File: config.mk
export PLATFORM = sky130hd
export DESIGN_NAME = programmable_fsm_with_reachability_prune
export DESIGN_NICKNAME = d
export VERILOG_FILES = /design/src/pfsm_pkg.sv /design/src/programmable_fsm_with_reachability_prune.sv /design/src/pfsm_ctrl.sv /design/src/pfsm_datapath.sv
export SDC_FILE = /design/constraint.sdc
export NUM_CORES = 1
export LEC_CHECK = 0
export BUFFER_PORTS_ARGS = -buffer_cell sky130_fd_sc_hd__clkbuf_2
export CAP_MARGIN = 20
export CORE_UTILIZATION = 30
export DETAILED_ROUTE_END_ITERATION = 12
export GPL_TIMING_DRIVEN = 1
export PLACE_DENSITY_LB_ADDON = 0.08
export REMOVE_ABC_BUFFERS = 1
export SLEW_MARGIN = 10
export SYNTH_ARGS = -nofsm -noshare
export SYNTH_HDL_FRONTEND = slang
export SYNTH_HIERARCHICAL = 1
export SYNTH_SLANG_ARGS = --single-unit
File: constraint.sdc
create_clock -name clock -period 2.6 [get_ports clock]
set_input_delay 0.26 -clock clock [delete_from_list [all_inputs] [get_ports clock]]
set_output_delay 0.26 -clock clock [all_outputs]
set_load 0.05 [all_outputs]
File: src/pfsm_pkg.sv
// shared types, constants and reset tables for the programmable state machine
package pfsm_pkg;

   // request kinds
   typedef enum logic [2:0] {
      KIND_STEP   = 3'd0,
      KIND_CHANGE = 3'd1,
      KIND_QUERY  = 3'd2,
      KIND_DELETE = 3'd3,
      KIND_PRUNE  = 3'd4
   } kind_type;

   // controller states
   typedef enum logic [1:0] {
      CTL_IDLE,
      CTL_SEED,
      CTL_EXPAND,
      CTL_FINISH
   } ctl_state_type;

   // controller to datapath commands
   typedef struct packed {
      logic capture;
      logic seed;
      logic expand;
      logic finish;
   } cmd_type;

   // datapath to controller status
   typedef struct packed {
      logic is_reach;
      logic out_free;
   } status_type;

   localparam int unsigned BASE_STATES = 8;
   localparam int unsigned RESET_STATE = 5;

   localparam logic [2:0] RESET_NEXT0 [BASE_STATES] = '{3'd7, 3'd4, 3'd0, 3'd1,
                                                        3'd2, 3'd6, 3'd3, 3'd5};
   localparam logic [2:0] RESET_NEXT1 [BASE_STATES] = '{3'd6, 3'd3, 3'd2, 3'd2,
                                                        3'd5, 3'd1, 3'd7, 3'd4};

   // reset successor of a state; states past the base table loop to themselves
   function automatic int unsigned pfsm_reset_next(input logic sym, input int unsigned idx);
      int unsigned res;
      res = idx;
      if (idx < BASE_STATES) begin
         if (sym) begin
            res = int'(RESET_NEXT1[idx[2:0]]);
         end else begin
            res = int'(RESET_NEXT0[idx[2:0]]);
         end
      end
      return res;
   endfunction

endpackage

File: src/programmable_fsm_with_reachability_prune.sv
// top level of the programmable state machine with reachability pruning
//
//   channel  direction  handshake            payload
//   req      in         req_valid/req_stall  kind, symbol, target
//   rsp      out        rsp_valid/rsp_stall  current_state, refused, unreachable_mask,
//                                            any_unreachable
//
// one request at a time: step, change and delete go from the seed state straight to
// the finish state, while query and prune first pass through the successor expansion
// rounds, sharing one successor unit; the next request is taken the cycle after the
// result is issued, while that result may still wait in the output register.
// synchronous reset restores the reset table, state F and all states valid.
// a stalled result holds its fields; a finished item waits until the slot frees.
module programmable_fsm_with_reachability_prune
   import pfsm_pkg::*;
#(
   parameter int unsigned NUM_STATES = 8
) (
   input  logic       clock,
   input  logic       reset,
   input  logic       req_valid,
   output logic       req_stall,
   input  logic [2:0] req_kind,
   input  logic       req_symbol,
   input  logic [2:0] req_target,
   output logic       rsp_valid,
   input  logic       rsp_stall,
   output logic [2:0] rsp_current_state,
   output logic       rsp_refused,
   output logic [7:0] rsp_unreachable_mask,
   output logic       rsp_any_unreachable
);

   cmd_type    cmd;
   status_type status;

   // sequencing
   pfsm_ctrl #(.NUM_STATES(NUM_STATES)) u_ctrl (
      .clock     (clock),
      .reset     (reset),
      .req_valid (req_valid),
      .req_stall (req_stall),
      .status    (status),
      .cmd       (cmd)
   );

   // state, table and result
   pfsm_datapath #(.NUM_STATES(NUM_STATES)) u_datapath (
      .clock                (clock),
      .reset                (reset),
      .cmd                  (cmd),
      .status               (status),
      .req_kind             (req_kind),
      .req_symbol           (req_symbol),
      .req_target           (req_target),
      .rsp_valid            (rsp_valid),
      .rsp_stall            (rsp_stall),
      .rsp_current_state    (rsp_current_state),
      .rsp_refused          (rsp_refused),
      .rsp_unreachable_mask (rsp_unreachable_mask),
      .rsp_any_unreachable  (rsp_any_unreachable)
   );

endmodule

File: src/pfsm_ctrl.sv
// controller for request sequencing and reachability rounds
module pfsm_ctrl
   import pfsm_pkg::*;
#(
   parameter int unsigned NUM_STATES = 8
) (
   input  logic       clock,
   input  logic       reset,
   input  logic       req_valid,
   output logic       req_stall,
   input  status_type status,
   output cmd_type    cmd
);

   localparam int unsigned CW = (NUM_STATES > 2) ? $clog2(NUM_STATES) : 1;
   localparam logic [CW-1:0] LAST_ROUND = CW'(NUM_STATES - 1);

   ctl_state_type state_ff, state_in;
   logic [CW-1:0] round_ff, round_in;

   // state and round counter registers
   always_ff @(posedge clock) begin
      if (reset) begin
         state_ff <= CTL_IDLE;
         round_ff <= '0;
      end else begin
         state_ff <= state_in;
         round_ff <= round_in;
      end
   end

   // next state
   always_comb begin
      state_in = state_ff;
      unique case (state_ff)
         CTL_IDLE: begin
            if (req_valid) state_in = CTL_SEED;
         end
         CTL_SEED: begin
            state_in = status.is_reach ? CTL_EXPAND : CTL_FINISH;
         end
         CTL_EXPAND: begin
            if (round_ff == LAST_ROUND) state_in = CTL_FINISH;
         end
         CTL_FINISH: begin
            if (status.out_free) state_in = CTL_IDLE;
         end
         default: state_in = CTL_IDLE;
      endcase
   end

   // outputs and round count
   always_comb begin
      cmd       = '0;
      req_stall = 1'b1;
      round_in  = round_ff;
      unique case (state_ff)
         CTL_IDLE: begin
            req_stall   = 1'b0;
            cmd.capture = req_valid;
         end
         CTL_SEED: begin
            cmd.seed = 1'b1;
            round_in = '0;
         end
         CTL_EXPAND: begin
            cmd.expand = 1'b1;
            round_in   = round_ff + 1'b1;
         end
         CTL_FINISH: begin
            cmd.finish = status.out_free;
         end
         default: begin
            cmd = '0;
         end
      endcase
   end

endmodule

File: src/pfsm_datapath.sv
// datapath: state, transition table, valid bits, successor unit and result register
module pfsm_datapath
   import pfsm_pkg::*;
#(
   parameter int unsigned NUM_STATES = 8
) (
   input  logic        clock,
   input  logic        reset,
   input  cmd_type     cmd,
   output status_type  status,
   input  logic [2:0]  req_kind,
   input  logic        req_symbol,
   input  logic [2:0]  req_target,
   output logic        rsp_valid,
   input  logic        rsp_stall,
   output logic [2:0]  rsp_current_state,
   output logic        rsp_refused,
   output logic [7:0]  rsp_unreachable_mask,
   output logic        rsp_any_unreachable
);

   localparam int unsigned SW = (NUM_STATES > 2) ? $clog2(NUM_STATES) : 1;

   // captured request
   logic [2:0]    kind_ff;
   logic          symbol_ff;
   logic [2:0]    target_ff;

   // machine state
   logic [SW-1:0]         cur_ff, cur_in;
   logic [NUM_STATES-1:0] valid_ff, valid_in;
   logic [SW-1:0]         next0_ff [NUM_STATES];
   logic [SW-1:0]         next1_ff [NUM_STATES];
   logic [NUM_STATES-1:0] reached_ff, reached_in;

   // result register
   logic                  rsp_valid_ff;
   logic [2:0]            rsp_state_ff;
   logic                  rsp_refused_ff;
   logic [7:0]            rsp_mask_ff;

   logic [NUM_STATES-1:0] succ_src, succ_set, unreach;
   logic [SW-1:0]         step_next, tgt_idx;
   logic                  step_ok, tgt_ok, tbl_wr;
   logic                  refused_in;
   logic [7:0]            mask_in;

   // request capture
   always_ff @(posedge clock) begin
      if (cmd.capture) begin
         kind_ff   <= req_kind;
         symbol_ff <= req_symbol;
         target_ff <= req_target;
      end
   end

   // successor set of a state set over both symbols
   always_comb begin
      succ_src = cmd.seed ? (NUM_STATES'(1) << cur_ff) : reached_ff;
      succ_set = '0;
      for (int i = 0; i < NUM_STATES; i++) begin
         if (succ_src[i]) begin
            succ_set[next0_ff[i]] = 1'b1;
            succ_set[next1_ff[i]] = 1'b1;
         end
      end
   end

   // reached set accumulation
   always_comb begin
      reached_in = reached_ff;
      if (cmd.seed) begin
         reached_in = succ_set;
      end else if (cmd.expand) begin
         reached_in = reached_ff | succ_set;
      end
   end

   always_ff @(posedge clock) begin
      reached_ff <= reached_in;
   end

   // item evaluation
   always_comb begin
      unreach    = ~reached_ff;
      step_next  = symbol_ff ? next1_ff[cur_ff] : next0_ff[cur_ff];
      step_ok    = valid_ff[step_next];
      tgt_idx    = SW'(target_ff);
      tgt_ok     = (32'(target_ff) < NUM_STATES) && valid_ff[tgt_idx];
      cur_in     = cur_ff;
      valid_in   = valid_ff;
      tbl_wr     = 1'b0;
      refused_in = 1'b0;
      mask_in    = '0;
      case (kind_type'(kind_ff))
         KIND_STEP: begin
            if (step_ok) cur_in = step_next;
            else refused_in = 1'b1;
         end
         KIND_CHANGE: begin
            if (tgt_ok) tbl_wr = 1'b1;
            else refused_in = 1'b1;
         end
         KIND_QUERY: begin
            mask_in = 8'(unreach);
         end
         KIND_DELETE: begin
            if (tgt_ok) valid_in[tgt_idx] = 1'b0;
            else refused_in = 1'b1;
         end
         KIND_PRUNE: begin
            mask_in  = 8'(unreach);
            valid_in = valid_ff & reached_ff;
         end
         default: begin
            refused_in = 1'b0;
         end
      endcase
   end

   // current state and valid bits, updated when the result is issued
   always_ff @(posedge clock) begin
      if (reset) begin
         cur_ff   <= SW'(RESET_STATE % NUM_STATES);
         valid_ff <= '1;
      end else if (cmd.finish) begin
         cur_ff   <= cur_in;
         valid_ff <= valid_in;
      end
   end

   // transition table
   always_ff @(posedge clock) begin
      if (reset) begin
         for (int i = 0; i < NUM_STATES; i++) begin
            next0_ff[i] <= SW'(pfsm_reset_next(1'b0, i) % NUM_STATES);
            next1_ff[i] <= SW'(pfsm_reset_next(1'b1, i) % NUM_STATES);
         end
      end else if (cmd.finish && tbl_wr) begin
         if (symbol_ff) next1_ff[cur_ff] <= tgt_idx;
         else next0_ff[cur_ff] <= tgt_idx;
      end
   end

   // result register
   always_ff @(posedge clock) begin
      if (reset) begin
         rsp_valid_ff <= 1'b0;
      end else if (cmd.finish) begin
         rsp_valid_ff <= 1'b1;
      end else if (!rsp_stall) begin
         rsp_valid_ff <= 1'b0;
      end
   end

   always_ff @(posedge clock) begin
      if (cmd.finish) begin
         rsp_state_ff   <= 3'(cur_in);
         rsp_refused_ff <= refused_in;
         rsp_mask_ff    <= mask_in;
      end
   end

   assign status.is_reach = (kind_ff == KIND_QUERY) || (kind_ff == KIND_PRUNE);
   assign status.out_free = !rsp_valid_ff || !rsp_stall;

   assign rsp_valid            = rsp_valid_ff;
   assign rsp_current_state    = rsp_state_ff;
   assign rsp_refused          = rsp_refused_ff;
   assign rsp_unreachable_mask = rsp_mask_ff;
   assign rsp_any_unreachable  = |rsp_mask_ff;

endmodule

## Word level (Yosys, flattened, before mapping)

Memories as Yosys holds them, arrays and structs flattened. A register that Yosys moved wholly into a read port is not among the register bits.
Index checks and enable logic that the tools add are counted.

- Register bits: 44
- Memory bits (writable): 48
- Bits of input ports: 11
- Output and inout port bits: 15
- Logic and storage cells: 218
- Memories: 2

Memories:

| name | words | width | rd ports | clocked after Yosys merged registers in | write ports | RTL line | RTL |
|---|---|---|---|---|---|---|---|
| u_datapath.next0_ff | 8 | 3 | 9 | 1 | 8 | pfsm_datapath.sv:32 | `logic [SW-1:0] next0_ff [NUM_STATES];` |
| u_datapath.next1_ff | 8 | 3 | 9 | 1 | 8 | pfsm_datapath.sv:33 | `logic [SW-1:0] next1_ff [NUM_STATES];` |

- Add/sub/neg operators: 1
- Magnitude comparators: 35
- Equal/unequal tests: 13
- Shifts and indexed selects: 1
- Multiplexer cells: 100
- Bitwise operators: 20
- Reductions and logical operators: 34

Operator list:

| kind | count |
|---|---|
| $or 8x8->8 | 16 |
| $mux 8 | 12 |
| $lt 3x4->1 const B | 18 |
| $mux 3 | 19 |
| $demux 1 s3 | 17 |
| $ge 3x1->1 const B | 17 |
| $mux 1 | 43 |
| $logic_and 1x1->1 | 18 |
| $and 8x8->8 | 2 |
| $not 8->8 | 2 |
| $pmux 8 s2 | 1 |
| $ne 2x1->1 const B | 4 |
| $pmux 2 s4 | 1 |
| $reduce_or 8->1 | 1 |
| $shl 1x3->8 const A | 1 |
| $bmux 1 s3 | 2 |
| $eq 3x2->1 const B | 2 |
| $eq 3x3->1 const B | 2 |
| $mux 2 | 3 |
| $pmux 3 s2 | 1 |
| $reduce_and 3->1 | 2 |
| $reduce_bool 2->1 | 3 |
| $reduce_or 3->1 | 2 |
| $eq 2x2->1 const B | 2 |
| other kinds (10) | 13 |

## Longest topological paths before layout

Gate-level depths: netlist (run 1).
An unclocked memory read counts as a cell.

- Depth in word-level cells: 31
- Mapped depth: 9
- Depth with buffers taken out: 8

## Hierarchy

The synthesis (run 1) kept the hierarchy.

Modules (own cells, without submodules):

| module | times used | cells an instance | area an instance (um2) | seq. area each (um2) |
|---|---|---|---|---|
| pfsm_datapath | 1 | 607 | 5779.3 | 2552.4 |
| pfsm_ctrl | 1 | 40 | 364.1 | 100.1 |

## Worst setup path before layout (run 1)

No wires, ideal clock.

- Path type: reg-to-reg
- Start: register with a tool-made name
- End: register u_datapath.rsp_state_ff[0], in the netlist u_datapath/rsp_current_state[0], data pin
- Library setup time: 262 ps
- Arrival: 2571 ps
- Data required time: 2338 ps
- Slack: -233 ps
- Stages on the path, launching flop included: 8
- Path buffers: 1
- Period minus slack after synthesis: 2833 ps
- Cells stage by stage: dfxtp_1 -> buf_6 -> mux4_1 -> mux4_2 -> inv_2 -> mux2_2 -> a211oi_4 -> mux2_1

RTL lines:

| element | RTL line | RTL |
|---|---|---|
| end signal: assignment | pfsm_datapath.sv:158 | `rsp_state_ff <= 3'(cur_in);` |
| end: declaration | pfsm_datapath.sv:38 | `logic [2:0] rsp_state_ff;` |

==> impl_metrics.csv, run 1 <==
group,metric,value,unit
run_status,outcome,"finished, violations left",
run_status,violations,"setup timing",
clock_tree,clock_path_buffers,2,
global_route,grt_usage,0.209,
worst_setup_path,crit_fanout,6,
worst_setup_path,required,2.70,ns
global_route,grt_remaining_overflow,0,
die,coreArea,19800,µm²
sta,maxSlewViolCount,0,
power_and_ir_drop,powerDensity,650,nW/µm²
worst_setup_path,cp-start-kind,"register",
yosys,avgSynthCellArea,9.50,µm²
clock_tree,clock_latency,0.35,ns
worst_setup_path,crit_end,"u_datapath/rsp_current_state[1]",
route,wl_per_cell,21.6,µm
layout,final_nets,750,
yosys,syn_inst,647,
die,boundaryPins,26,
clock_tree,clock-sinks,95,
power_and_ir_drop,total_power,0.00487,W
layout,syn_to_final_growth,22.1,%
layout,layout-drive-gt1-share,0.250,
worst_setup_path,regToRegEndpoint,"u_datapath/rsp_current_state[1]",
yosys,synthSimpleGateAreaFrac,0.251,
worst_setup_path,rr_worst_depth,7,
yosys,synth_top_family_by_area,"simple AND/OR/NAND/NOR gates",
placement,io_buffers,25,
yosys,ys_seq_area_frac,0.432,
clock_tree,htreeDepth,3,
die,die_h,145,µm
clock_tree,cts_tree,"yes",
route,vias,5455,
worst_setup_path,worstSetupEndpointType,"register",
worst_setup_path,path_class,"reg -> reg",
flow_run,cap_viol_max_count,0,
die,chipWidth,145,µm
sta,max_freq,353,MHz
global_route,grt_max_degree,36,
route,vias_per_cell,5.44,
clock_tree,numCtsBuffers,9,
worst_setup_path,slowest_stage,"mux4_2",
route,drcViolationCount,0,
yosys,synth_fa_ha_area_frac,0.0143,
worst_setup_path,crit_chain,"buf_12 -> mux4_2 -> mux4_2 -> inv_2 -> mux2_4 -> a211oi_4 -> mux2_4",
yosys,synthArstFlopShare,0,
yosys,syn_area,6140,µm²
route,antenna_left,0,
power_and_ir_drop,ir_drop,0.340,mV
clock_tree,clock-root-buffer,"clkbuf_16",
yosys,ys.flop_type,"edfxtp_1",
yosys,muxShareOfSynthArea,0.0859,
placement,dp_worst_setup_slack,-0.363,ns
route,dr.pass1.iters,5,
sta,min_period,2.83,ns
sta,setup_violations,8,
worst_setup_path,arrival,2.93,ns
global_route,grt_pass1_wl,32.9,mm
die,die_area,21100,µm²
yosys,synth_compound_area_frac,0.165,
clock_tree,path_clk_slew,0.07,ns
global_route,antenna_found_initial,0,
placement,dp_hpwl,17.3,mm
sta,finClkSkew,0.00886,ns
sta,worstMarginPinSlew,0.574,ns
yosys,yosysWarnings,6,
global_route,grt_pass1_vias,5384,
route,wl,21.7,mm
worst_hold_path,hold_path_class,"in -> reg",
route,initialDrtViolationCount,489,
yosys,synth_cell_types,67,
sta,hold_viol,0,
yosys,synthXorXnorAreaFrac,0.00143,
sta,maxSlewHeadroom,0.612,
clock_tree,holdBufCountCts,0,
worst_setup_path,reg2reg_slack,-0.23,ns
placement,gp_congestion,0.861,
power_and_ir_drop,power_leakage,2.77,nW
sta,fin_ws,-0.233,ns
yosys,ys_ff_latch,95,
sta,min_period_over_period,1.09,
worst_setup_path,cpPeakStageDelay,0.53,ns
yosys,synth_edf_count,75,
sta,rsz0062_at_grt,"yes",
die,initial_core_util,0.311,
die,rows,51,
## cell usage in the layout, fill, tap and decap left out, types with 18 or more instances in the layout
| cell type | count |
|---|---|
| a21o_1 | 26 |
| a21oi_1 | 32 |
| buf_4 | 103 |
| clkbuf_2 | 25 |
| dfxtp_1 | 18 |
| edfxtp_1 | 75 |
| nand2_1 | 68 |
| nand3b_1 | 25 |
| nor2_1 | 78 |
| nor3b_1 | 20 |
| o21ai_0 | 19 |
| o22ai_1 | 20 |
## cells in the mapped netlist (3+ instances only)
cell type / n / area, µm²
o22a_1: 4 / 35.0
o2111ai_1: 3 / 26.3
and2b_1: 3 / 22.5
ha_1: 7 / 87.6
o22ai_1: 20 / 125
a21o_1: 26 / 195
a32oi_1: 3 / 26.3
nor3_1: 17 / 85.1
or4_1: 6 / 45.0
dfxtp_1: 20 / 400
a31oi_1: 14 / 87.6
a211oi_1: 3 / 22.5
mux2i_1: 7 / 70.1
and2_1: 5 / 31.3
nand3b_1: 25 / 188
edfxtp_1: 75 / 2250
a22oi_1: 9 / 67.6
nand2b_1: 10 / 62.6
nor3b_1: 20 / 150
clkbuf_1: 52 / 195
a21oi_1: 33 / 165
o21ai_0: 22 / 110
nand2_1: 68 / 255
nor2_1: 78 / 293
and3_1: 12 / 75.1
nor4_1: 4 / 25.0
mux4_2: 8 / 180
nor2b_1: 13 / 81.3
nand3_1: 7 / 35.0
nand4_1: 3 / 18.8
mux4_1: 8 / 210
inv_1: 14 / 52.6
nand4b_1: 4 / 35.0
## report_power, final
group	internal, W	switching [W]	total [W]
sequential	0.00183	0.000151	0.00198
combinational	0.000618	0.00102	0.00164
clock	0.000653	0.000594	0.00125
## per-stage QoR
step	cells	cell area, µm²	TNS, ns	hold slack, ns	util
after floorplan	589	5900	-1.41	0.326	-
after global placement	984	7180	-2.55	0.438	0.363
after detailed placement	984	7180	-1.85	0.439	0.363
after CTS	1002	7490	-1.14	0.0731	0.379
after global routing	1002	7500	-1.65	0.0733	0.379
final	1003	7500	-1.07	0.0819	0.379
## registers in the layout, indices dropped and copies added (netlist names), named ones only
name,cells
u_datapath/next0_ff,24
u_datapath/kind_ff,3
u_datapath/next1_ff,24
u_datapath/rsp_refused,1
u_datapath/symbol_ff,1
u_datapath/reached_ff,8
u_datapath/target_ff,3
u_datapath/cur_ff,3
u_datapath/rsp_unreachable_mask,8
u_datapath/valid_ff,8
u_datapath/rsp_valid,1
u_ctrl/state_ff,2
u_ctrl/round_ff,3
u_datapath/rsp_current_state,3
## cells by family after synthesis
logic type,Yosys count
AO/OA/AOI/OAI,152
XOR/XNOR,1
adder cells (fa/ha/maj),7
buffers and inverters,74
flip-flops,95
multiplexers,28
AND/OR/NAND/NOR,290
## metal layers
metal / up-vias / GRT usage / wire length [µm]
met3: 31 / 0.0280 / 784
li1: 2568 / - / -
met1: 2701 / 0.283 / 10300
met4: 0 / 0.0595 / 414
met5: - / 0 / 0
met2: 155 / 0.348 / 10200
## cell type report
cell class,instances,area [µm²]
Multi-Input combinational cell,478,3190
Inverter,16,65.1
Timing Repair Buffer,132,986
Clock inverter,6,42.5
Sequential cell,95,2660
Fill cell,2025,12300
Antenna cell,1,2.50
Clock buffer,10,229
Tap cell,265,332
## worst min path at each step
stage,cells after the start,endpoint,from
floorplan,1,u_ctrl/state_ff[0],reset
global placement,1,u_datapath/kind_ff[2],req_kind[2]
detailed placement,1,u_datapath/kind_ff[1],req_kind[1]
CTS,1,u_datapath/target_ff[1],req_target[1]
global route,1,u_datapath/target_ff[1],req_target[1]
finish,1,u_datapath/target_ff[1],req_target[1]
## worst max-delay path: cells and delay by family, from the launching register on
kind | cells | cell delay [ns]
buffers and inverters | 2 | 0.24
muxes | 4 | 1.67
DFF | 1 | 0.39
AOI/OAI and AO/OA | 1 | 0.27
## timing repair
item,4_1_cts,5_1_grt
cloned,1,0
setup buffers,1,0
pin swaps,2,0
resized for setup,20,3
endpoints found under the setup margin,31,35
(Power assumes the default switching activity.)
==> inputs of run 2 (changes only) <==
- clock period: 2.6 -> 3 ns (I/O delays scaled with it)
==> impl_metrics.csv, run 2 (synthesis gave the netlist of run 1 again) <==
group,metric,value,unit
global_route,grt_pass1_vias,4980,
worst_setup_path,arrival,3.05,ns
route,drcViolationCount,0,
die,coreArea,19800,µm²
layout,multi_input_area,3190,µm²
global_route,grt_remaining_overflow,0,
sta,finClkSkew,0.0126,ns
global_route,antenna_found_initial,0,
route,wl,21.3,mm
layout,layout-drive-gt1-share,0.198,
sta,maxSlewHeadroom,0.574,
layout,area.sequential,2650,µm²
worst_setup_path,crit_end,"u_datapath/rsp_current_state[0]",
die,rows,51,
worst_setup_path,rr_worst_depth,7,
route,vias,5308,
layout,fin_area,7230,µm²
layout,finalNonFillerCells,968,
die,chipWidth,145,µm
layout,fillers,2005,
run_status,outcome,"complete, no violations",
clock_tree,path_clk_slew,0.08,ns
worst_setup_path,cp-start-kind,"register",
global_route,grt_usage,0.206,
worst_hold_path,hold_path_class,"in -> reg",
clock_tree,clock_path_buffers,2,
layout,diodes,0,
worst_setup_path,required,3.10,ns
placement,io_buffers,25,
worst_setup_path,reg2reg_slack,0.06,ns
worst_setup_path,cpPeakStageDelay,0.55,ns
clock_tree,clock-root-buffer,"clkbuf_16",
route,initialDrtViolationCount,390,
placement,placedCellCount,951,
flow_run,cap_viol_max_count,0,
clock_tree,htreeDepth,3,
route,wl_per_cell,22.0,µm
sta,worstMarginPinSlew,0.634,ns
worst_setup_path,crit_fanout,11,
worst_setup_path,regToRegEndpoint,"u_datapath/rsp_current_state[0]",
sta,maxSlewViolCount,0,
global_route,grt_pass1_wl,32.2,mm
worst_setup_path,worstSetupEndpointType,"register",
layout,syn_to_final_growth,17.6,%
power_and_ir_drop,power_leakage,2.60,nW
die,boundaryPins,26,
worst_hold_path,whs_path_depth,1,
placement,dp_hpwl,17.1,mm
clock_tree,cts_tree,"yes",
route,dr.pass1.iters,5,
worst_setup_path,path_class,"reg -> reg",
route,antenna_left,0,
sta,max_freq,340,MHz
sta,hold_viol,0,
die,initial_core_util,0.311,
sta,min_period,2.94,ns
clock_tree,clock_latency,0.36,ns
power_and_ir_drop,total_power,0.00423,W
power_and_ir_drop,powerDensity,585,nW/µm²
global_route,grt_max_degree,36,
placement,gp_congestion,0.898,
placement,placed_area,6920,µm²
clock_tree,clock-sinks,95,
worst_setup_path,crit_chain,"buf_12 -> mux4_1 -> mux4_2 -> inv_4 -> mux2_2 -> a211oi_4 -> mux2_1",
sta,tns,0,ns
clock_tree,numCtsBuffers,9,
layout,final_common_cell,"nor2_1",
layout,final_nets,716,
die,die_h,145,µm
layout,reg.largest.list,"u_datapath/next0_ff (24), u_datapath/next1_ff (24)",
layout,layout_common_cells,"78 x nor2_1, 75 x edfxtp_1, 71 x buf_4, 68 x nand2_1, 33 x a21oi_1",
sta,min_period_over_period,0.981,
worst_setup_path,slowest_stage,"mux4_2",
sta,setup_violations,0,
route,vias_per_cell,5.48,
power_and_ir_drop,ir_drop,0.280,mV
sta,rsz0062_at_grt,"no",
die,die_area,21100,µm²
sta,fin_hold_ws,0.110,ns
-- run 2: cell types whose count changed in the layout (fill, tap and decap cells not counted), sizes merged --
| cell | change |
|---|---|
| buf | -34 |
| clkbuf | -1 |
| clkinv | +1 |
| clkinvlp | -1 |
| diode | -1 |
| inv | +1 |
-- run 2: metrics by stage --
stage                     setup WS [ns]  utilization
after floorplan                 0.00740            -
after global placement           0.0438        0.350
after detailed placement        -0.0355        0.350
after CTS                        0.0438        0.364
after global routing            0.00210        0.365
final                            0.0560        0.365
-- run 2: metal layers --
metal / share of wire / wire, µm / global-route usage
met1: 0.46 / 9910 / 0.284
met2: 0.47 / 10100 / 0.336
met3: 0.048 / 1020 / 0.0302
met4: 0.013 / 288 / 0.0516
met5: 0 / 0 / 0
-- run 2: final cells by class --
type	instances	share of cell area
multi-input cells	478	0.441
flip-flops and latches	95	0.367
repair buffers	98	0.0966
well taps	265	0.0459
clock buffers	9	0.0312
inverters	16	0.00935
clock inverters	7	0.00883
-- run 2: worst min-delay path by stage --
| stage | slack [ns] | endpoint | startpoint |
|---|---|---|---|
| floorplan | 0.37 | u_ctrl/state_ff[0] | reset |
| global placement | 0.46 | u_ctrl/round_ff[2] | u_ctrl/round_ff[2] |
| detailed placement | 0.47 | u_ctrl/round_ff[1] | u_ctrl/round_ff[1] |
| CTS | 0.1 | u_datapath/target_ff[1] | req_target[1] |
| global route | 0.1 | u_datapath/target_ff[1] | req_target[1] |
| finish | 0.11 | u_datapath/target_ff[1] | req_target[1] |
-- run 2: where the power goes --
group	switching [W]	internal [W]	leakage, nW
sequential	0.000143	0.00159	0.813
clock	0.000543	0.000582	0.143
combinational	0.000865	0.000509	1.65
-- run 2: critical path: cells and delay by family, from the launching register on --
kind | cells | cell delay [ns]
buffers and inverters | 2 | 0.26
muxes | 4 | 1.80
DFF | 1 | 0.35
AOI/OAI and AO/OA | 1 | 0.27
-- run 2: timing repair --
action / CTS / global route
endpoints found under the hold margin: 0 / 0
setup endpoints to repair: 2 / 2
hold buffers: 0 / 0
resized for setup: 1 / 3
buffers inserted: 0 / 1
gates cloned: 0 / 0
==> inputs of run 3 (changes only) <==
- CORE_ASPECT_RATIO: unset -> 1.25
==> impl_metrics.csv, run 3 (synthesis gave the netlist of run 1 again) <==
group,metric,value,unit
die,chipWidth,130,µm
worst_setup_path,crit_fanout,3,
global_route,met3_usage,0.0366,
clock_tree,cts_tree,"yes",
sta,worstMarginPinSlew,0.595,ns
global_route,grt_max_degree,36,
sta,min_period_over_period,0.974,
clock_tree,clock-sinks,95,
run_status,outcome,"complete, no violations",
sta,rsz0062_at_grt,"no",
placement,dp_hpwl,17.4,mm
placement,io_buffers,25,
worst_setup_path,crit_chain,"mux4_1 -> mux4_2 -> inv_2 -> mux2_2 -> a211oi_4 -> mux2_1",
worst_setup_path,regToRegEndpoint,"u_datapath/rsp_current_state[0]",
sta,max_freq,342,MHz
layout,syn_to_final_growth,18.0,%
global_route,grt_pass1_vias,5261,
worst_setup_path,cpPeakStageDelay,0.55,ns
die,rows,58,
layout,reg.largest.list,"u_datapath/next0_ff (24), u_datapath/next1_ff (24)",
clock_tree,htreeDepth,3,
layout,final_nets,718,
clock_tree,clock-root-buffer,"clkbuf_16",
worst_setup_path,slowest_stage,"mux4_1",
worst_setup_path,worstSetupEndpointType,"register",
layout,layout_common_cells,"78 x nor2_1, 75 x edfxtp_1, 74 x buf_4, 68 x nand2_1, 33 x a21oi_1",
die,boundaryPins,26,
worst_setup_path,crit_path_start,"u_datapath/next0_ff[1][2]",
worst_setup_path,path_class,"reg -> reg",
worst_setup_path,arrival,3.02,ns
route,wl,21.6,mm
worst_hold_path,hold_path_class,"in -> reg",
worst_setup_path,rr_worst_depth,6,
clock_tree,clock_latency,0.36,ns
power_and_ir_drop,total_power,0.00431,W
global_route,grt_pass1_wl,32.3,mm
sta,hold_viol,0,
layout,final_util,0.361,
clock_tree,path_clk_slew,0.07,ns
route,vias_per_cell,5.43,
worst_setup_path,path_delay_family,"multiplexers",
route,initialDrtViolationCount,441,
sta,maxSlewHeadroom,0.601,
die,die_area,21100,µm²
sta,finClkSkew,0.0131,ns
placement,placedCellCount,957,
sta,maxSlewViolCount,0,
die,coreArea,20100,µm²
global_route,grt.busiest_layer,"met2",
layout,layout-drive-gt1-share,0.202,
clock_tree,numCtsBuffers,9,
power_and_ir_drop,power_leakage,2.62,nW
worst_setup_path,required,3.10,ns
layout,diodes,0,
global_route,use_met2,0.390,
global_route,grt_remaining_overflow,0,
route,dr.pass1.iters,5,
route,drcViolationCount,0,
route,vias,5291,
placement,gp_congestion,0.892,
flow_run,cap_viol_max_count,0,
route,wl_per_cell,22.1,µm
clock_tree,clock_path_buffers,2,
layout,final_common_cell,"nor2_1",
sta,min_period,2.92,ns
worst_setup_path,path_depth,6,
worst_setup_path,reg2reg_slack,0.08,ns
worst_setup_path,reg2reg_from,"u_datapath/next0_ff[1][2]",
die,initial_core_util,0.306,
route,antenna_left,0,
worst_setup_path,crit_end,"u_datapath/rsp_current_state[0]",
die,die_h,162,µm
layout,finalNonFillerCells,974,
global_route,antenna_found_initial,0,
power_and_ir_drop,powerDensity,594,nW/µm²
placement,placed_area,6930,µm²
sta,tns,0,ns
global_route,grtUsageMet1,0.240,
worst_setup_path,critPathBufInv,1,
global_route,grt_usage,0.215,
power_and_ir_drop,ir_drop,0.240,mV
worst_setup_path,cp-start-kind,"register",
layout,fin_area,7250,µm²
sta,setup_violations,0,
-- run 3: cell types whose count changed in the layout (fill, tap and decap cells not counted), moves of 3 or more --
cell | previous run | this run
inv_6 | 0 | 3
inv_8 | 3 | 0
buf_4 | 71 | 74
clkinv_4 | 4 | 1
-- run 3: how the worst min path moves through the flow --
| stage | slack, ns | end | start | depth (start not counted) |
|---|---|---|---|---|
| 6_report | 0.12 | u_datapath/target_ff[2] | req_target[2] | 1 |
| 5_1_grt | 0.12 | u_datapath/kind_ff[0] | req_kind[0] | 1 |
| 4_1_cts | 0.11 | u_datapath/target_ff[2] | req_target[2] | 1 |
| 3_5_place_dp | 0.47 | u_ctrl/round_ff[2] | u_ctrl/round_ff[2] | 2 |
| 3_3_place_gp | 0.46 | u_ctrl/round_ff[2] | u_ctrl/round_ff[2] | 2 |
| 2_1_floorplan | 0.37 | u_ctrl/state_ff[0] | reset | 1 |
-- run 3: what timing repair did --
item	in CTS	in global routing
endpoints found under the setup margin	0	2
hold buffers	0	0
setup buffers	0	2
resized for setup	0	3
-- run 3: routing by layer --
layer | part of all wire | up-vias | routed length, µm
li1 | - | 2507 | -
met3 | 0.042 | 34 | 916
met2 | 0.52 | 158 | 11300
met1 | 0.39 | 2592 | 8390
met5 | 0 | - | 0
met4 | 0.045 | 0 | 961
-- run 3: cell type report --
cell class | instances | area, µm²
Fill cell | 2102 | 12900
Multi-Input combinational cell | 478 | 3190
Sequential cell | 95 | 2660
Timing Repair Buffer | 100 | 701
Tap cell | 270 | 338
Clock buffer | 9 | 225
Clock inverter | 6 | 77.6
Inverter | 16 | 65.1
-- run 3: where the power goes --
group	internal, W	switching, W	leakage, nW	total, W
combinational	0.000503	0.000897	1.66	0.00140
clock	0.000656	0.000533	0.146	0.00119
sequential	0.00159	0.000131	0.813	0.00172
-- run 3: stage by stage --
| stage | hold slack (ns) | worst slack [ns] |
|---|---|---|
| final | 0.124 | 0.0770 |
| after global routing | 0.117 | 0.0122 |
| after CTS | 0.112 | 0.0379 |
| after detailed placement | 0.472 | 0.0701 |
| after global placement | 0.458 | 0.111 |
| after floorplan | 0.366 | 0.00740 |
-- run 3: worst reg2reg max path: stages (launching register included) --
cell      delay, ns
edfxtp_1       0.51
mux4_1         0.55
mux4_2         0.51
inv_2          0.10
mux2_2         0.37
a211oi_4       0.27
mux2_1         0.36
